<file path="src/rtl/lpcm_fifo.sv">
`timescale 1ns / 1ps
`default_nettype none
// ----------------------------------------------------------------------------
// lpcm_fifo: short queue between the front and the back
// Register-based FIFO with first-word fall-through output.
// ----------------------------------------------------------------------------
module lpcm_fifo #(
	parameter int WIDTH = 32,
	parameter int DEPTH = 4
) (
	input  wire logic             clk,
	input  wire logic             arst_n,
	input  wire logic             push,
	input  wire logic [WIDTH-1:0] push_data,
	output logic                  full,
	input  wire logic             pop,
	output logic      [WIDTH-1:0] pop_data,
	output logic                  empty
);

	localparam int PW = (DEPTH > 1) ? $clog2(DEPTH) : 1;
	localparam int CW = $clog2(DEPTH + 1);

	logic [WIDTH-1:0] store_q [DEPTH];
	logic [PW-1:0]    wr_ptr_q;
	logic [PW-1:0]    rd_ptr_q;
	logic [CW-1:0]    count_q;

	assign full     = (count_q == CW'(DEPTH));
	assign empty    = (count_q == '0);
	assign pop_data = store_q[rd_ptr_q];

	always_ff @(posedge clk) begin
		if (push) begin
			store_q[wr_ptr_q] <= push_data;
		end
	end

	always_ff @(posedge clk or negedge arst_n) begin
		if (!arst_n) begin
			wr_ptr_q <= '0;
			rd_ptr_q <= '0;
			count_q  <= '0;
		end else begin
			if (push) begin
				wr_ptr_q <= (wr_ptr_q == PW'(DEPTH - 1)) ? '0 : wr_ptr_q + 1'b1;
			end
			if (pop) begin
				rd_ptr_q <= (rd_ptr_q == PW'(DEPTH - 1)) ? '0 : rd_ptr_q + 1'b1;
			end
			if (push && !pop) begin
				count_q <= count_q + 1'b1;
			end else if (pop && !push) begin
				count_q <= count_q - 1'b1;
			end
		end
	end

	a_no_overflow: assert property (@(posedge clk) disable iff (!arst_n)
		push |-> (!full || pop))
		else $error("queue pushed while full");

	a_no_underflow: assert property (@(posedge clk) disable iff (!arst_n)
		pop |-> !empty)
		else $error("queue popped while empty");

endmodule

`default_nettype wire

</file>
<file path="config.mk">
export PLATFORM = sky130hd
export DESIGN_NAME = lpcm_fifo
export DESIGN_NICKNAME = d
export VERILOG_FILES = /design/src/rtl/lpcm_fifo.sv
export SDC_FILE = /design/constraint.sdc
export NUM_CORES = 1
export LEC_CHECK = 0
export ABC_AREA = 1
export BUFFER_PORTS_ARGS = -buffer_cell sky130_fd_sc_hd__buf_2
export CAP_MARGIN = 5
export CORE_MARGIN = 8
export CORE_UTILIZATION = 41
export DETAILED_ROUTE_END_ITERATION = 7
export SLEW_MARGIN = 20
export SYNTH_ARGS = -nofsm -noshare
export SYNTH_HDL_FRONTEND = slang
export SYNTH_SLANG_ARGS = --single-unit
</file>
<file path="constraint.sdc">
create_clock -name clk -period 1.8 [get_ports clk]
set_input_delay 0.09 -clock clk [delete_from_list [all_inputs] [get_ports clk]]
set_output_delay 0.09 -clock clk [all_outputs]
set_load 0.01 [all_outputs]
</file>
# ---- Word-level counts from Yosys, hierarchy flattened
# Memories as Yosys holds them, arrays and structs flattened.
# Cells that the tools add are included.
# W data, S select, Z words.
dict set report op_classes {
  muxes 6
  eq_ne 3
  reduce_logical 6
  n_addsub 4
}
# operator count
set op_table {}
lappend op_table {{$mux W3} 2}
lappend op_table {{$add A2 B1 Y2 const B} 2}
lappend op_table {{$eq A2 B2 Y1 const B} 2}
lappend op_table {{$mux W2} 2}
lappend op_table {{$add A3 B1 Y3 const B} 1}
lappend op_table {{$eq A3 B3 Y1 const B} 1}
lappend op_table {{$logic_not A3 Y1} 1}
lappend op_table {{$sub A3 B1 Y3 const B} 1}
lappend op_table {{$logic_and A1 B1 Y1} 2}
lappend op_table {{$logic_not A1 Y1} 2}
lappend op_table {{$mux W1} 2}
lappend op_table {{$reduce_bool A2 Y1} 1}
dict set report word_totals {
  ff_bits 7
  elab_cells 23
  ram_bits 128
  mem_count 1
  inputBits 36
}
# memory words width rd rd_ports_with_merged_regs write_ports line
set memory_table {}
lappend memory_table {store_q 4 32 1 0 1 24} ;# logic [WIDTH-1:0] store_q [DEPTH];

# ---- Longest topological paths before layout
dict set report logic_depth {
  ltp_word 4
  mapped_depth 9
  depth_no_buf 9
}

# ---- Least setup slack after synthesis
# OpenSTA, ideal clock, no wires.
dict set report synth_path {
  kind {reg-to-reg}
  start {register wr_ptr_q[0]}
  end {memory store_q[0][0] (enable)}
  path_stages_with_launch 5
  setup_slack_ns 0.119
  arrival_ns 1.294
  t_required_ns 1.413
  setup_ns 0.387
  path_buffers 0
  cell_sequence {dfrtp_1 inv_1 ha_1 nand2_1 inv_1}
}
# item line
set synth_lines {}
lappend synth_lines {{start: declaration} 25} ;# logic [PW-1:0] wr_ptr_q;
lappend synth_lines {{start signal: assignment} 46} ;# wr_ptr_q <= (wr_ptr_q == PW'(DEPTH - 1)) ? '0 : wr_ptr_q + 1'b1;
lappend synth_lines {{end: declaration} 24}
# Straight into the memory's write port.

# ---- Worst setup path in the final report
dict set report layout_path {
  start {register rd_ptr_q[0]}
  end {output pop_data[13]}
}
dict set report layout_between {
  elab_chain_cells 1
}
# item line
set layout_lines {}
lappend layout_lines {{start: declaration} 26} ;# logic [PW-1:0] rd_ptr_q;
lappend layout_lines {{start signal: assignment} 49} ;# rd_ptr_q <= (rd_ptr_q == PW'(DEPTH - 1)) ? '0 : rd_ptr_q + 1'b1;
lappend layout_lines {{$mem_v2 Z4 W32} -}
lappend layout_lines {{end: declaration} 17} ;# output logic [WIDTH-1:0] pop_data,
# Every way passes these cells.

==> results.cfg <==
[routing]
via_per_inst = 4.68
wire_per_inst_um = 14.9
vias = 3429
drtAntennaViolNets = 0
drt-pass1-iter-count = 4
route.detailed.drc = 0
wirelength_um = 10900
drt_iter0_markers = 204

[finish]
drive_gt1_share_pct = 20.5
area_growth_pct = 27.4
fin_util_pct = 53.5
nets = 586
final_cell_mix = edfxtp_1 (128), nand2_1 (111), inv_1 (71)
fin_area_um2 = 7080
final_common_cell = edfxtp_1
diodes = 0

[timing]
setup_viol = 0
final_hold_viol_count = 0
setup_tns_ps = 0
final_max_slew_viol_count = 0
period_needed_ps = 1720
clock.fmax_ghz = 0.581
worst_pin_slew_ps = 333
finalClockSkew_ps = 5.20
period_share_pct = 95.6
slew-limit-headroom_pct = 77.8
fin_hold_ws_ps = 20.4
rsz0062_at_grt = yes

[yosys]
yosysUniqueCellTypes = 18
syn-cell-area_um2 = 5560
syn_avg_cell_area_um2 = 13.0
ys_seq_area_share_pct = 72.3
ys_seq_elements = 135
yosysWarnings = 0
syn_nets = 469
postSynthCellCount = 426

[grt]
grt-busiest-layer = met2
grt_pass1_wl_um = 18000
grt_start_max_net_pins = 45
grtUsageMet2_pct = 22.2
grtUsageTotal_pct = 13.0
grt_overflow_total = 0
met1_usage_pct = 14.9
grtUsageMet3_pct = 4.01
grt_pass1_vias = 3543
antenna_found_initial = 0

[placement]
port_buffers = 69
place_congestion = 0.718
dpl-instance-area_um2 = 6100
dp_hpwl_um = 6860

[die]
fp.dieW_um = 132
core_region_area_um2 = 13200
start_util_pct = 42.0
die_h_um = 132
io-pin-count = 70
die_area_um2 = 17500
rows = 42

[power_and_ir_drop]
leakage_nw = 2.92
p_per_area_nw_per_um2 = 1560
p_total_mw = 11.0
ir_worst_vdd_mv = 0.786

[critical_path]
endpoint_kind = primary output
crit_type = register to primary output
worstPathRequired_ps = 1710
r2r-end = store_q[2][19]
crit_family = buffers and inverters
crit_fanout = 44
max_stage_delay_ps = 460
cpMaxStageDelayCell = dfrtp_2
r2r-start = wr_ptr_q[0]
arrival_ps = 1630
worst_path_most_repeated_cell = nand2_1
start_kind = register
r2r_setup_slack_ps = 300
crit_chain = inv_6 > buf_12 > nand2_1 > o211ai_1 > nand2_1 > buf_2
critical_path_buf_inv_count = 3
r2r_cells = 5

[hold_path]
holdPathStages = 2
hp-start = push
whs_endpoint = wr_ptr_q[0]
hp-class = primary input to register

[clock_network]
cts_tree = yes
cts_root_buffer = clkbuf_16
clock_latency_ps = 400
clk_pin_slew_worst_paths_ps = 60
cts.sinks = 135
clk_path_buf_depth = 2
numCtsBuffers = 17
cts_max_level = 4

[status]
outcome = finished, final reports clean

[job]
cap_viol_max_count = 0
## metal layers
layer,up-vias,wire (um)
li1,1712,-
met1,1640,4720
met2,66,5580
met3,11,499
met4,0,125
met5,-,0
## metrics by stage
step	worst slack, ps	std cells
after global placement	292	663
after CTS	10.3	731
after floorplan	119	426
final	79.3	732
after detailed placement	273	663
after global routing	-17.0	732
## power by group
group	leakage, nW	switching (mW)	internal (mW)	total, mW
Clock	0.290	1.19	2.30	3.49
Sequential	1.26	0.190	4.04	4.23
Combinational	1.37	2.03	1.29	3.32
Total	2.92	3.41	7.62	11.0
## how the worst max path moves through the flow
stage / slack, ps / start / endpoint / cells after the start
2_1_floorplan: 120 / wr_ptr_q[0] / store_q[0][0] / 4
3_3_place_gp: 290 / wr_ptr_q[0] / store_q[2][18] / 5
3_5_place_dp: 270 / wr_ptr_q[0] / store_q[2][18] / 5
4_1_cts: 10 / rd_ptr_q[0] / pop_data[13] / 6
5_1_grt: -20 / rd_ptr_q[0] / pop_data[13] / 6
6_report: 80 / rd_ptr_q[0] / pop_data[13] / 6
## kinds of logic after synthesis
group                      share of synthesized area, %
adders and majority gates                          1.71
DFF                                                72.3
xor gates and xnor gates                          0.158
buffers and inverters                              8.82
and+or+nand+nor                                    8.01
AOI/OAI and AO/OA                                  9.00
## registers in the layout, indices dropped and copies added, names as in the netlist
signal and count:
store_q 128, rd_ptr_q 2, wr_ptr_q 2, count_q 3
## layout make-up
cell class,count,area (um^2)
fill,1142,6160
sequential,135,4020
multi-input combinational,193,1050
timing repair buffer,118,893
clock buffer,21,440
inverter,77,298
tap,176,220
clock inverter,11,155
timing repair inverter,1,3.75
## repair_timing
action | in CTS | in global routing
endpoints found under the setup margin | 26 | 21
buffers inserted | 1 | 1
resized for setup | 3 | 2
endpoints found under the hold margin | 137 | 0
cloned | 1 | 0
hold buffers | 34 | 0
## cells in the mapped netlist (all sizes together)
cell	count	area, um^2
xnor2	1	8.76
inv	77	289
fa	1	20.0
nand2	111	417
nor3	2	10.0
nand4	1	6.26
clkbuf	1	5.00
nor2	2	7.51
edfxtp	128	3840
nand3	1	5.00
o21ai	4	20.0
dfrtp	7	175
o211ai	64	480
ha	6	75.1
buf	20	196
No activity file was read; power rests on OpenSTA's default activity.
