===== src/rtl/lpcm_pkg.sv =====
`timescale 1ns / 1ps
`default_nettype none
// ----------------------------------------------------------------------------
// lpcm_pkg: shared types and constants of the layered pixel collision map
// Holds the layer count limit, byte width, configuration and queue entry types.
// ----------------------------------------------------------------------------
package lpcm_pkg;

	localparam int LAYER_SLOTS = 15;
	localparam int ID_W        = 8;
	localparam int KEY_W       = 16;
	localparam int LIU_W       = 4;

	typedef enum logic [1:0] {
		OP_NONE  = 2'd0,
		OP_WRITE = 2'd1,
		OP_PROBE = 2'd2
	} op_t;

	typedef struct packed {
		logic [KEY_W-1:0] key_color;
		logic [LIU_W-1:0] layers_in_use;
	} cfg_t;

	// Classified pixel operation as it crosses the queue (address travels apart).
	typedef struct packed {
		op_t                    op;
		logic                   last;
		logic [ID_W-1:0]        data;
		logic [LAYER_SLOTS-1:0] sel;
	} item_ctl_t;

endpackage

`default_nettype wire


===== src/rtl/lpcm_front.sv =====
`timescale 1ns / 1ps
`default_nettype none
// ----------------------------------------------------------------------------
// lpcm_front: pixel intake and classification
// Registers an accepted pixel, clips it, computes its layer address and the
// set of layers it touches, and pushes the resulting operation into the queue.
// ----------------------------------------------------------------------------
module lpcm_front #(
	parameter int NUM_LAYERS    = 15,
	parameter int SCREEN_WIDTH  = 640,
	parameter int SCREEN_HEIGHT = 480,
	localparam int ADDR_W = $clog2(SCREEN_WIDTH * SCREEN_HEIGHT),
	localparam int X_W    = $clog2(SCREEN_WIDTH),
	localparam int Y_W    = $clog2(SCREEN_HEIGHT)
) (
	input  wire logic                             clk,
	input  wire logic                             arst_n,
	input  wire lpcm_pkg::cfg_t                   cfg,
	input  wire logic                             accept,
	input  wire logic [1:0]                       cmd,
	input  wire logic [lpcm_pkg::LAYER_SLOTS-1:0] layer_mask,
	input  wire logic [11:0]                      pix_x,
	input  wire logic [11:0]                      pix_y,
	input  wire logic [lpcm_pkg::KEY_W-1:0]       src_pixel,
	input  wire logic [lpcm_pkg::ID_W-1:0]        stamp_id,
	input  wire logic                             last_pixel,
	output logic                                  ready,
	output logic                                  push,
	output lpcm_pkg::item_ctl_t                   push_ctl,
	output logic      [ADDR_W-1:0]                push_addr,
	input  wire logic                             queue_full
);

	typedef enum logic [1:0] {
		CMD_CLEAR = 2'd0,
		CMD_STAMP = 2'd1,
		CMD_PROBE = 2'd2
	} cmd_t;

	logic                             valid_s1;
	logic [1:0]                       cmd_s1;
	logic [lpcm_pkg::LAYER_SLOTS-1:0] mask_s1;
	logic [11:0]                      x_s1;
	logic [11:0]                      y_s1;
	logic [lpcm_pkg::KEY_W-1:0]       pix_s1;
	logic [lpcm_pkg::ID_W-1:0]        id_s1;
	logic                             last_s1;

	logic                             on_screen;
	logic                             opaque;
	logic [lpcm_pkg::LAYER_SLOTS-1:0] live;
	logic [lpcm_pkg::LAYER_SLOTS-1:0] mask_all;
	lpcm_pkg::item_ctl_t              ctl;
	logic                             consume;

	always_comb begin
		for (int z = 0; z < lpcm_pkg::LAYER_SLOTS; z++) begin
			live[z] = (z < NUM_LAYERS) &&
				(lpcm_pkg::LIU_W'(z) < cfg.layers_in_use);
		end
	end

	// One extra bit keeps the bound intact for a screen dimension of 2048.
	assign on_screen = !x_s1[11] && ({1'b0, x_s1} < 13'(SCREEN_WIDTH)) &&
		!y_s1[11] && ({1'b0, y_s1} < 13'(SCREEN_HEIGHT));
	assign opaque    = (pix_s1 != cfg.key_color);
	// A zero mask selects every layer for clear and probe.
	assign mask_all  = (mask_s1 == '0) ? '1 : mask_s1;

	always_comb begin
		ctl      = '0;
		ctl.op   = lpcm_pkg::OP_NONE;
		ctl.last = last_s1;
		unique case (cmd_t'(cmd_s1))
			CMD_CLEAR: begin
				ctl.sel = on_screen ? (mask_all & live) : '0;
				ctl.op  = (ctl.sel != '0) ? lpcm_pkg::OP_WRITE : lpcm_pkg::OP_NONE;
			end
			CMD_STAMP: begin
				ctl.data = id_s1;
				ctl.sel  = (on_screen && opaque) ? (mask_s1 & live) : '0;
				ctl.op   = (ctl.sel != '0) ? lpcm_pkg::OP_WRITE : lpcm_pkg::OP_NONE;
			end
			CMD_PROBE: begin
				ctl.sel = (on_screen && opaque) ? (mask_all & live) : '0;
				ctl.op  = lpcm_pkg::OP_PROBE;
			end
			default: begin
				ctl.op = lpcm_pkg::OP_NONE;
			end
		endcase
	end

	assign push_addr = ADDR_W'(y_s1[Y_W-1:0]) * ADDR_W'(SCREEN_WIDTH) +
		ADDR_W'(x_s1[X_W-1:0]);
	assign push_ctl  = ctl;
	assign push      = valid_s1 && (ctl.op != lpcm_pkg::OP_NONE) && !queue_full;
	assign consume   = valid_s1 && ((ctl.op == lpcm_pkg::OP_NONE) || !queue_full);
	assign ready     = !valid_s1 || consume;

	always_ff @(posedge clk) begin
		if (accept) begin
			cmd_s1  <= cmd;
			mask_s1 <= layer_mask;
			x_s1    <= pix_x;
			y_s1    <= pix_y;
			pix_s1  <= src_pixel;
			id_s1   <= stamp_id;
			last_s1 <= last_pixel;
		end
	end

	always_ff @(posedge clk or negedge arst_n) begin
		if (!arst_n) begin
			valid_s1 <= 1'b0;
		end else if (accept) begin
			valid_s1 <= 1'b1;
		end else if (consume) begin
			valid_s1 <= 1'b0;
		end
	end

	a_stamp_needs_layers: assert property (@(posedge clk) disable iff (!arst_n)
		push && (ctl.op == lpcm_pkg::OP_WRITE) |-> (ctl.sel & ~live) == '0)
		else $error("write selects a layer that does not exist");

endmodule

`default_nettype wire


===== config.mk =====
export PLATFORM = sky130hd
export DESIGN_NAME = lpcm_front
export DESIGN_NICKNAME = d
export VERILOG_FILES = /design/src/rtl/lpcm_pkg.sv /design/src/rtl/lpcm_front.sv
export SDC_FILE = /design/constraint.sdc
export NUM_CORES = 1
export LEC_CHECK = 0
export ABC_AREA = 0
export BUFFER_PORTS_ARGS = -buffer_cell sky130_fd_sc_hd__buf_2
export CORE_MARGIN = 4
export CORE_UTILIZATION = 40
export CTS_BUF_LIST = sky130_fd_sc_hd__clkbuf_16
export DETAILED_ROUTE_END_ITERATION = 12
export GPL_TIMING_DRIVEN = 0
export PLACE_DENSITY = 0.68
export SKIP_LAST_GASP = 1
export SYNTH_ARGS = -nofsm -noshare
export SYNTH_HDL_FRONTEND = slang
export SYNTH_SLANG_ARGS = --single-unit
export TNS_END_PERCENT = 30

===== constraint.sdc =====
create_clock -name clk -period 4.1 [get_ports clk]
set_input_delay 0.615 -clock clk [delete_from_list [all_inputs] [get_ports clk]]
set_output_delay 0.615 -clock clk [all_outputs]
set_load 0.01 [all_outputs]

Yosys cells after proc, flatten, opt, wreduce, memory -nomap -nowiden. Index checks and enable logic that the tools add are counted.

Register bits: 67. Word-level logic and storage cells: 63. Input port bits: 90. Output and inout port bits: 47.

Order comparisons: 17. Reduce and logical (&&, ||, !) cells: 20. Muxes and demuxes: 11. Bitwise operators: 2. Eq/ne operators: 3. Multiply operators: 1. $add $sub $neg: 1.

Operator list (number): 2-to-1 mux 15 bit (4); one-hot mux 15 bit (3 select lines) (1); bitwise AND 15 bit (2); nonzero test 15 bit (2); < comparator 4 bit, first input constant (7); adder 19 x 10 -> 19 bit (1); < comparator 3 x 4 -> 1 bit, first input constant (4); inequality test 16 bit (1); logical NOT 15 bit (1); < comparator 12 x 10 -> 1 bit, second input constant (1); < comparator 12 x 9 -> 1 bit, second input constant (1); multiplier 9 x 3 -> 12 bit, second input constant (1); < comparator 1 x 4 -> 1 bit, first input constant (2); < comparator 2 x 4 -> 1 bit, first input constant (2); 2-to-1 mux 8 bit (1); logical AND 1 bit (7); one-hot mux 2 bit (3 select lines) (1); logical NOT 1 bit (4); logical NOT 2 bit (2); 2-to-1 mux 1 bit (4); nonzero test 2 bit (2); equality test 2 x 1 -> 1 bit, second input constant (1); equality test 2 bit, second input constant (1); logical OR 1 bit (2).

Longest topological paths before layout. Gate-level depths: netlist of run 1.

Depth in word-level cells: 14. Mapped depth: 10. Mapped depth without buffers: 10.

Least setup slack after synthesis of run 1. No wires, ideal clock.

Kind: reg-to-output. Start: register y_s1[1]. End: output port push_addr[18]. Path buffers: 0. Arrival: 2.499 ns. Required time: 3.485 ns. Cell stages (with the launch flop): 11. Setup slack: 0.986 ns. Path through: edfxtp_1 -> ha_1 -> ha_1 -> inv_1 -> fa_1 -> nand3b_1 -> o21ai_0 -> and4b_1 -> nand2_1 -> nor3_1 -> o32a_2.

Longest elaborated chain between the ends: 2.

Ends and longest elaborated chain: start: declaration (line lpcm_front.sv:44) `logic [11:0] y_s1;`; start signal: assignment (line lpcm_front.sv:106) `y_s1 <= pix_y;`; multiplier 9 x 3 -> 12 bit (line lpcm_front.sv:94) `assign push_addr = ADDR_W'(y_s1[Y_W-1:0]) * ADDR_W'(SCREEN_WIDTH) +`; adder 19 x 10 -> 19 bit (line lpcm_front.sv:94); end: declaration (line lpcm_front.sv:30) `output logic [ADDR_W-1:0] push_addr,`.

Every way passes these cells.

Worst setup path after layout of run 1. Same ends and word-level chain as after synthesis.

==> impl_metrics.tcl, run 1 <==
set metrics [dict create \
    outcome "completed" \
    grt_max_degree 68 \
    post_cts_resized 0 \
    vias_per_cell 5.173 \
    synth_area_um2 3551 \
    detail_route.iter0.violations 101 \
    dpl.cell_count 534 \
    setup_ws_ns 0.3024 \
    p_switching_uw 487.3 \
    seq_power_share_pct 45.1 \
    startpoint_type "flip-flop" \
    fin_cells 548 \
    root_buffer "clkbuf_16" \
    vias 2835 \
    rows 34 \
    maxCapViolCount 0 \
    period_minus_slack_ns 3.798 \
    drv_slew 0 \
    max_freq_mhz 263.3 \
    slew_headroom_pct 44.62 \
    synth_fp_nets 401 \
    worst_pin_slew_ns 0.8307 \
    firstDrtPassIters 4 \
    gp_congestion 0.8594 \
    diodes 0 \
    crit_start "y_s1[1]" \
    fin_skew_ns 0.005829 \
    ys_types 51 \
    antenna_found_initial 1 \
    cts_tree "yes" \
    crit_required_ns 3.48 \
    drc_errors 0 \
    overflow 0 \
    p_leak_nw 1.989 \
    synth_edf_count 66 \
    yosysTopAreaCellShare_pct 55.81 \
    wl_per_cell_um 15.15 \
    cts.reportedPaths.clkPinSlew_ns 0.05 \
    clkSinkCount 67 \
    cts_buffer_depth 2 \
    synth_warnings 0 \
    hpwl_um 6500 \
    place_ws_ns 0.6410 \
    start_util_pct 40.92 \
    die-area_um2 10450 \
    setup_tns_ns 0 \
    yosys.area.top_type "edfxtp_1" \
    synthTopCellsByArea "edfxtp_1 (56%), ha_1 (6.0%), xor2_1 (5.7%)" \
    crit_chain "ha_1 -> ha_1 -> inv_1 -> fa_1 -> nand3b_1 -> o21ai_0 -> and4b_1 -> nand2_1 -> nor3_1 -> o32a_2 -> buf_2" \
    crit_arrival_ns 3.18 \
    rsz0062_at_grt "no" \
    combinationalPowerShare_pct 20.8 \
    synthArstFlopShare_pct 1.493 \
    synthFlopType "edfxtp_1" \
    cts_buffers 9 \
    io_pins 137 \
    cts_setup_buffers 0 \
    grt_pass1_wl_um 13190 \
    ctsHoldBuffers 0 \
    ys_ff_latch 67 \
    grt_usage_pct 16.19 \
    area_delta_synth_final_pct 29.77 \
    setup-violations-final 0 \
    critPathBufInv 2 \
    worstSetupPathType "flip-flop to primary output" \
    ant_nets 0 \
    io_buffers 134 \
    total_power_mw 1.879 \
    fp.dieW_um 102.2 \
    seq_area_frac_synth_pct 56.52 \
    switching_share_pct 25.93 \
    crit_slowest_cell "fa_1" \
    post_dp_cell_area_um2 4357 \
    die_y_um 102.2 \
    p_int_mw 1.392 \
    avgSynthCellArea_um2 12.16 \
    critPathMaxStageDelay_ns 0.47 \
    clock_tree.htree_level_count 3 \
    num-nets-final 546 \
    synth_cells 292 \
    clock_latency_ns 0.32 \
    worst_setup_path_end_kind "primary output" \
    clkPwrFrac_pct 34.1 \
    drive_above_1_share_pct 37.50 \
    cp_top_family "adder cells" \
    hold_viol 0 \
    grt_pass1_vias 2870 \
    core_um2 8678 \
    r2r_start "x_s1[8]" \
    critPathMostFrequentCell "ha_1" \
    fin_area_um2 4608 \
    peakVddDrop_uv 280.9 \
    period_share_pct 92.62 \
    hp-class "input port to asynchronous set/reset pin" \
    finalWirelength_um 8302 \
    power.density_nw_per_um2 407.8 \
    worst-path-max-fanout 4 \
]
## Yosys cell counts, drive strengths merged, types with 3 or more instances
| master | instances |
|---|---|
| a211oi | 6 |
| nor3b | 4 |
| and4 | 3 |
| nor3 | 15 |
| inv | 11 |
| o21ai | 11 |
| a21oi | 20 |
| buf | 13 |
| nor4 | 7 |
| nand2 | 11 |
| xor2 | 23 |
| o21bai | 3 |
| xnor2 | 3 |
| nor2 | 23 |
| or2 | 3 |
| clkbuf | 4 |
| nand3 | 8 |
| edfxtp | 66 |
| and3 | 8 |
| ha | 17 |
| nand4 | 3 |
## final timing paths
| check | slack, ns | cells past startpoint | endpoint |
|---|---|---|---|
| max | 0.30 | 11 | push_addr[18] |
| min | 0.06 | 1 | valid_s1 |
| max reg2reg | 2.02 | 7 | valid_s1 |
| min reg2reg | 0.55 | 2 | valid_s1 |
| max in group asynchronous | 3.96 | 1 | valid_s1 |
| min in group clk | 0.47 | 1 | last_s1 |
## cell usage in the layout, fill, tap and decap left out, types with 11 or more instances in the layout
master and instances:
edfxtp_1 66, xor2_1 23, a21oi_1 20, buf_2 138, nor3_1 15, nor2_1 23
ha_1 17, nand2_1 11, inv_1 12, o21ai_0 11
## through the flow
| step | util [%] | hold WS (ns) |
|---|---|---|
| floorplan | - | 0.3194 |
| global placement | 50.20 | 0.3901 |
| detailed placement | 50.20 | 0.3920 |
| CTS | 53.07 | 0.04799 |
| global route | 53.10 | 0.03656 |
| finish | 53.10 | 0.05789 |
## state kept, by name (all words and copies together) (netlist names)
signal,flops
cmd_s1,2
id_s1,8
last_s1,1
mask_s1,15
pix_s1,16
valid_s1,1
x_s1,12
y_s1,12
## worst reg2reg max path, cell delays in order, from the launching register on
cell	delay [ns]
edfxtp_1	0.41
o21ai_0	0.29
and4_1	0.23
clkbuf_1	0.31
nand3_1	0.15
a311oi_1	0.35
nor2_1	0.13
o21bai_1	0.15
## power groups by stage
stage	sequential (mW)	combinational (mW)	clock, mW
after floorplan	0.851	0.249	0
after global placement	0.858	0.384	0
after detailed placement	0.861	0.392	0
after CTS	0.848	0.395	0.668
after global routing	0.852	0.441	0.706
final	0.847	0.391	0.642
## area by class of cell
cell class	count	area, um^2
clock inverter	5	23.77
tap	108	135.1
sequential	67	2007
multi-input combinational	197	1403
buffer	17	100.1
clock buffer	9	225.2
timing repair buffer	134	673.1
fill	805	4070
inverter	11	41.29
## kinds of logic (layout without fill, tap and decap cells)
family	count (synthesis)	after routing	share of synthesized area (%)
and+or+nand+nor	93	93	14.24
adders and majority gates	20	20	7.400
xor gates and xnor gates	27	27	7.047
AOI/OAI and AO/OA	57	57	10.82
buffers and inverters	28	176	3.982
DFF	67	67	56.52
## layer usage
| metal | routed length [um] | track usage (%) |
|---|---|---|
| met5 | 7 | 0 |
| met4 | 89 | 5.449 |
| met3 | 758 | 6.758 |
| met2 | 4151 | 27.14 |
| met1 | 3295 | 18.78 |
(Power assumes the default switching activity.)
==> inputs of run 2 (changes only) <==
--- a/config.mk
+++ b/config.mk
@@ -16,2 +16,3 @@
 export SKIP_LAST_GASP = 1
+export SLEW_MARGIN = 20
 export SYNTH_ARGS = -nofsm -noshare
==> constraint.sdc (replaced) <==
create_clock -name clk -period 4.1 [get_ports clk]
set_input_delay 1.23 -clock clk [delete_from_list [all_inputs] [get_ports clk]]
set_output_delay 1.23 -clock clk [all_outputs]
set_load 0.01 [all_outputs]
==> impl_metrics.tcl, run 2 (synthesis gave the netlist of run 1 again) <==
set metrics [dict create \
    antenna_found_initial 0 \
    period_share_pct 101.0 \
    startpoint_type "flip-flop" \
    crit_required_ns 2.87 \
    area_delta_synth_final_pct 43.52 \
    die_y_um 102.2 \
    io_buffers 134 \
    reg_top3 "pix_s1 (16), mask_s1 (15)" \
    wl_per_cell_um 16.30 \
    worst-path-max-fanout 4 \
    grt_max_degree 68 \
    slew_headroom_pct 45.22 \
    fin_area_um2 5096 \
    setup-violations-final 10 \
    hp-class "flip-flop to flip-flop" \
    worst_setup_path_end_kind "primary output" \
    peakVddDrop_uv 308.3 \
    vias_per_cell 5.264 \
    cts_tree "yes" \
    fill_cells 738 \
    cts.reportedPaths.clkPinSlew_ns 0.05 \
    finalWirelength_um 9207 \
    largest_reg_flops 16 \
    hpwl_um 6502 \
    clock_tree.htree_level_count 3 \
    detail_route.iter0.violations 110 \
    vias 2974 \
    worstSetupPathType "flip-flop to primary output" \
    mostFrequentLayoutCells "buf_2 (131), edfxtp_1 (66), buf_4 (25), nor2_1 (21), xor2_1 (19)" \
    maxCapViolCount 0 \
    rr_worst_depth 7 \
    hold_viol 0 \
    drive_above_1_share_pct 50.33 \
    final_common_cell "buf_2" \
    r2r-end "valid_s1" \
    rows 34 \
    max_freq_mhz 241.5 \
    final_core_util_pct 58.72 \
    cts_buffer_depth 2 \
    grt_pass1_vias 3084 \
    violations "negative setup slack" \
    grt_usage_pct 17.31 \
    reg2reg_slack_ns 2.01 \
    diodes 0 \
    clock_latency_ns 0.32 \
    io_pins 137 \
    overflow 0 \
    fp.dieW_um 102.2 \
    die-area_um2 10450 \
    outcome "finished with violations" \
    setup_ws_ns -0.03995 \
    gp_congestion 0.8594 \
    r2r_start "x_s1[8]" \
    clkSinkCount 67 \
    p_leak_nw 2.131 \
    power.density_nw_per_um2 400.2 \
    firstDrtPassIters 4 \
    period_minus_slack_ns 4.140 \
    core_um2 8678 \
    crit_arrival_ns 2.91 \
    num-nets-final 563 \
    hold_depth 2 \
    min_from "valid_s1" \
    worst_pin_slew_ns 0.8217 \
    root_buffer "clkbuf_16" \
    ant_nets 0 \
    drv_slew 0 \
    min_to "valid_s1" \
    fin_skew_ns 0.004302 \
    top_register "pix_s1" \
    drc_errors 0 \
    start_util_pct 40.92 \
    post_dp_cell_area_um2 4359 \
    cts_buffers 9 \
    grt_pass1_wl_um 14100 \
    rsz0062_at_grt "yes" \
]
[run 2: changes by cell type in the layout (fill, tap and decap cells not counted), sizes merged]
cell and change:
buf +17
[run 2: per-layer routing]
metal | wire [um] | up-vias | global-route usage, %
met5 | 0 | - | 0
li1 | - | 1423 | -
met3 | 697 | 17 | 5.734
met2 | 4788 | 115 | 29.94
met1 | 3537 | 1419 | 20.01
met4 | 183 | 0 | 6.357
[run 2: power by group]
part	switching, mW	internal [mW]	total [mW]	leakage, nW
sequential	0.0344	0.816	0.851	0.657
clock	0.258	0.394	0.652	0.123
combinational	0.267	0.270	0.537	1.35
[run 2: worst max-delay path by stage]
stage                       start            end  slack, ns  cells past startpoint
after global routing      y_s1[1]  push_addr[16]      -0.19                     11
after floorplan            cfg[1]           push       0.24                      8
after CTS                 y_s1[1]  push_addr[17]      -0.03                     11
final                     y_s1[1]  push_addr[16]      -0.04                     11
after global placement     cfg[9]   push_ctl[12]      -0.31                      9
after detailed placement   cfg[9]   push_ctl[12]      -0.34                      9
[run 2: layout make-up]
cell class,instances,area (um^2),area share (%)
buffer,17,110.1,2.161
clock buffer,9,225.2,4.419
clock inverter,5,23.77,0.4665
inverter,11,41.29,0.8102
multi-input combinational,197,1714,33.64
sequential,67,2007,39.38
tap,108,135.1,2.652
timing repair buffer,151,839.6,16.47
[run 2: metrics by stage]
step	power [mW]	setup WS, ns	hold WS (ns)	std cells	TNS [ns]
after global placement	1.242	-0.3088	0.5187	534	-3.889
after detailed placement	1.253	-0.3366	0.5374	534	-4.501
after global routing	2.150	-0.1889	0.5661	565	-2.425
final	2.040	-0.03995	0.5420	565	-0.1826
after floorplan	1.100	0.2409	0.5000	292	0
after CTS	1.974	-0.02785	0.5446	560	-0.06970
[run 2: critical path, cell delays in order, from the launching register on]
cell and delay, ns:
edfxtp_1 0.41, ha_1 0.31, ha_2 0.18, inv_1 0.07
fa_2 0.47, nand3b_1 0.19, o21ai_2 0.16, and4b_1 0.28
buf_4 0.14, nand3_1 0.09, xor2_1 0.14, buf_2 0.14
[run 2: timing repair]
action	CTS	global route
hold buffers	0	0
buffers inserted	11	5
endpoints found under the setup margin	22	23
cloned	1	0
gates resized for setup	37	32
pin swaps	23	15
==> inputs of run 3 (changes only) <==
- CTS_CLUSTER_SIZE: not set -> 12
- GPL_ROUTABILITY_DRIVEN: not set -> 1
- clock period: 4.1 -> 4.8 ns (I/O delays scaled with it)
==> impl_metrics.tcl, run 3 (synthesis gave the netlist of run 1 again) <==
set metrics [dict create \
    ant_nets 0 \
    hp-class "flip-flop to flip-flop" \
    largest_reg_flops 16 \
    area_delta_synth_final_pct 30.69 \
    fin_skew_ns 0.004171 \
    grt_pass1_vias 2909 \
    setup_ws_ns 0.1013 \
    drv_slew 0 \
    slew_headroom_pct 45.68 \
    antenna_found_initial 0 \
    power.density_nw_per_um2 348.6 \
    setup-violations-final 0 \
    finalWirelength_um 8428 \
    clock_tree.htree_level_count 3 \
    root_buffer "clkbuf_16" \
    cts_setup_buffers 0 \
    cts.reportedPaths.clkPinSlew_ns 0.05 \
    p_switching_uw 427.1 \
    wl_per_cell_um 15.38 \
    reg_top3 "pix_s1 (16), mask_s1 (15)" \
    vias 2840 \
    final_common_cell "buf_2" \
    drive_above_1_share_pct 39.09 \
    p_int_mw 1.191 \
    overflow 0 \
    start_util_pct 40.92 \
    clkSinkCount 67 \
    fp.dieW_um 102.2 \
    hpwl_um 6502 \
    period_share_pct 97.89 \
    grt_pass1_wl_um 13270 \
    switching_share_pct 26.40 \
    grt_max_degree 68 \
    worst_setup_path_end_kind "primary output" \
    total_power_mw 1.618 \
    ctsHoldBuffers 0 \
    p_leak_nw 1.995 \
    seq_power_share_pct 44.7 \
    place_ws_ns -0.05661 \
    cts_tree "yes" \
    diodes 0 \
    crit_arrival_ns 3.26 \
    drc_errors 0 \
    worst-path-max-fanout 10 \
    firstDrtPassIters 4 \
    hold_viol 0 \
    rows 34 \
    core_um2 8678 \
    gp_congestion 0.8594 \
    clkPwrFrac_pct 34.3 \
    die_y_um 102.2 \
    grt_usage_pct 16.28 \
    cts_buffers 9 \
    top_register "pix_s1" \
    num-nets-final 546 \
    cts_buffer_depth 2 \
    detail_route.iter0.violations 127 \
    worstSetupPathType "input port to primary output" \
    combinationalPowerShare_pct 21.0 \
    hold_depth 2 \
    crit_required_ns 3.36 \
    period_minus_slack_ns 4.699 \
    rr_worst_depth 7 \
    io_buffers 134 \
    worst_pin_slew_ns 0.8147 \
    mostFrequentLayoutCells "buf_2 (138), edfxtp_1 (66), nor2_1 (23), xor2_1 (23), a21oi_1 (20)" \
    vias_per_cell 5.182 \
    maxCapViolCount 0 \
    die-area_um2 10450 \
    startpoint_type "input port" \
    clock_latency_ns 0.32 \
    peakVddDrop_uv 262.4 \
    outcome "completed" \
    max_freq_mhz 212.8 \
    io_pins 137 \
]
run 3: through the flow:
| stage | instance area (um^2) | hold WS, ns | std cells | setup TNS [ns] | utilization, % |
|---|---|---|---|---|---|
| global route | 4641 | 0.5661 | 548 | -0.01977 | 53.47 |
| detailed placement | 4359 | 0.5374 | 534 | -0.4428 | 50.23 |
| finish | 4641 | 0.5416 | 548 | 0 | 53.47 |
| CTS | 4621 | 0.5446 | 548 | 0 | 53.24 |
| global placement | 4357 | 0.5187 | 534 | -0.06546 | 50.20 |
| floorplan | 3551 | 0.5000 | 292 | 0 | - |
run 3: final cells by class:
type	instances	area (um^2)
fill	795	4038
sequential	67	2007
multi-input combinational	197	1434
timing repair buffer	134	673.1
clock buffer	9	225.2
tap	108	135.1
buffer	17	101.3
inverter	11	41.29
clock inverter	5	23.77
run 3: power groups by stage:
stage	Sequential (mW)	Combinational, mW	Clock, mW
3_5_place_dp	0.735	0.335	0
3_3_place_gp	0.733	0.328	0
4_1_cts	0.723	0.340	0.572
2_1_floorplan	0.727	0.213	0
5_1_grt	0.728	0.382	0.602
6_report	0.723	0.340	0.555
run 3: what timing repair did:
| action | CTS | global route |
|---|---|---|
| resized for setup | 2 | 6 |
| setup endpoints to repair | 13 | 14 |
| pin swaps | 0 | 2 |
run 3: critical path: stages:
cell and delay [ns]:
buf_2 0.10, xor2_1 0.16, nor4_2 0.39, nand4_1 0.21
maj3_2 0.38, buf_2 0.20, a21oi_1 0.15, nor3_1 0.08
buf_2 0.15
run 3: metal layers:
metal | part of all wire, % | GRT usage [%] | wire (um)
met3 | 8.6 | 5.870 | 726
met1 | 40 | 19.41 | 3343
met2 | 50 | 27.09 | 4195
met5 | 0 | 0 | 0
met4 | 1.9 | 6.054 | 161
run 3: path summary, 6_finish.rpt:
path | from | slack, ns | to
max reg2reg | x_s1[8] | 2.72 | valid_s1
max | cfg[14] | 0.10 | push_ctl[12]
min reg2reg | valid_s1 | 0.54 | valid_s1
max in group asynchronous | arst_n | 3.83 | valid_s1
min | valid_s1 | 0.54 | valid_s1
min in group asynchronous | arst_n | 0.88 | valid_s1
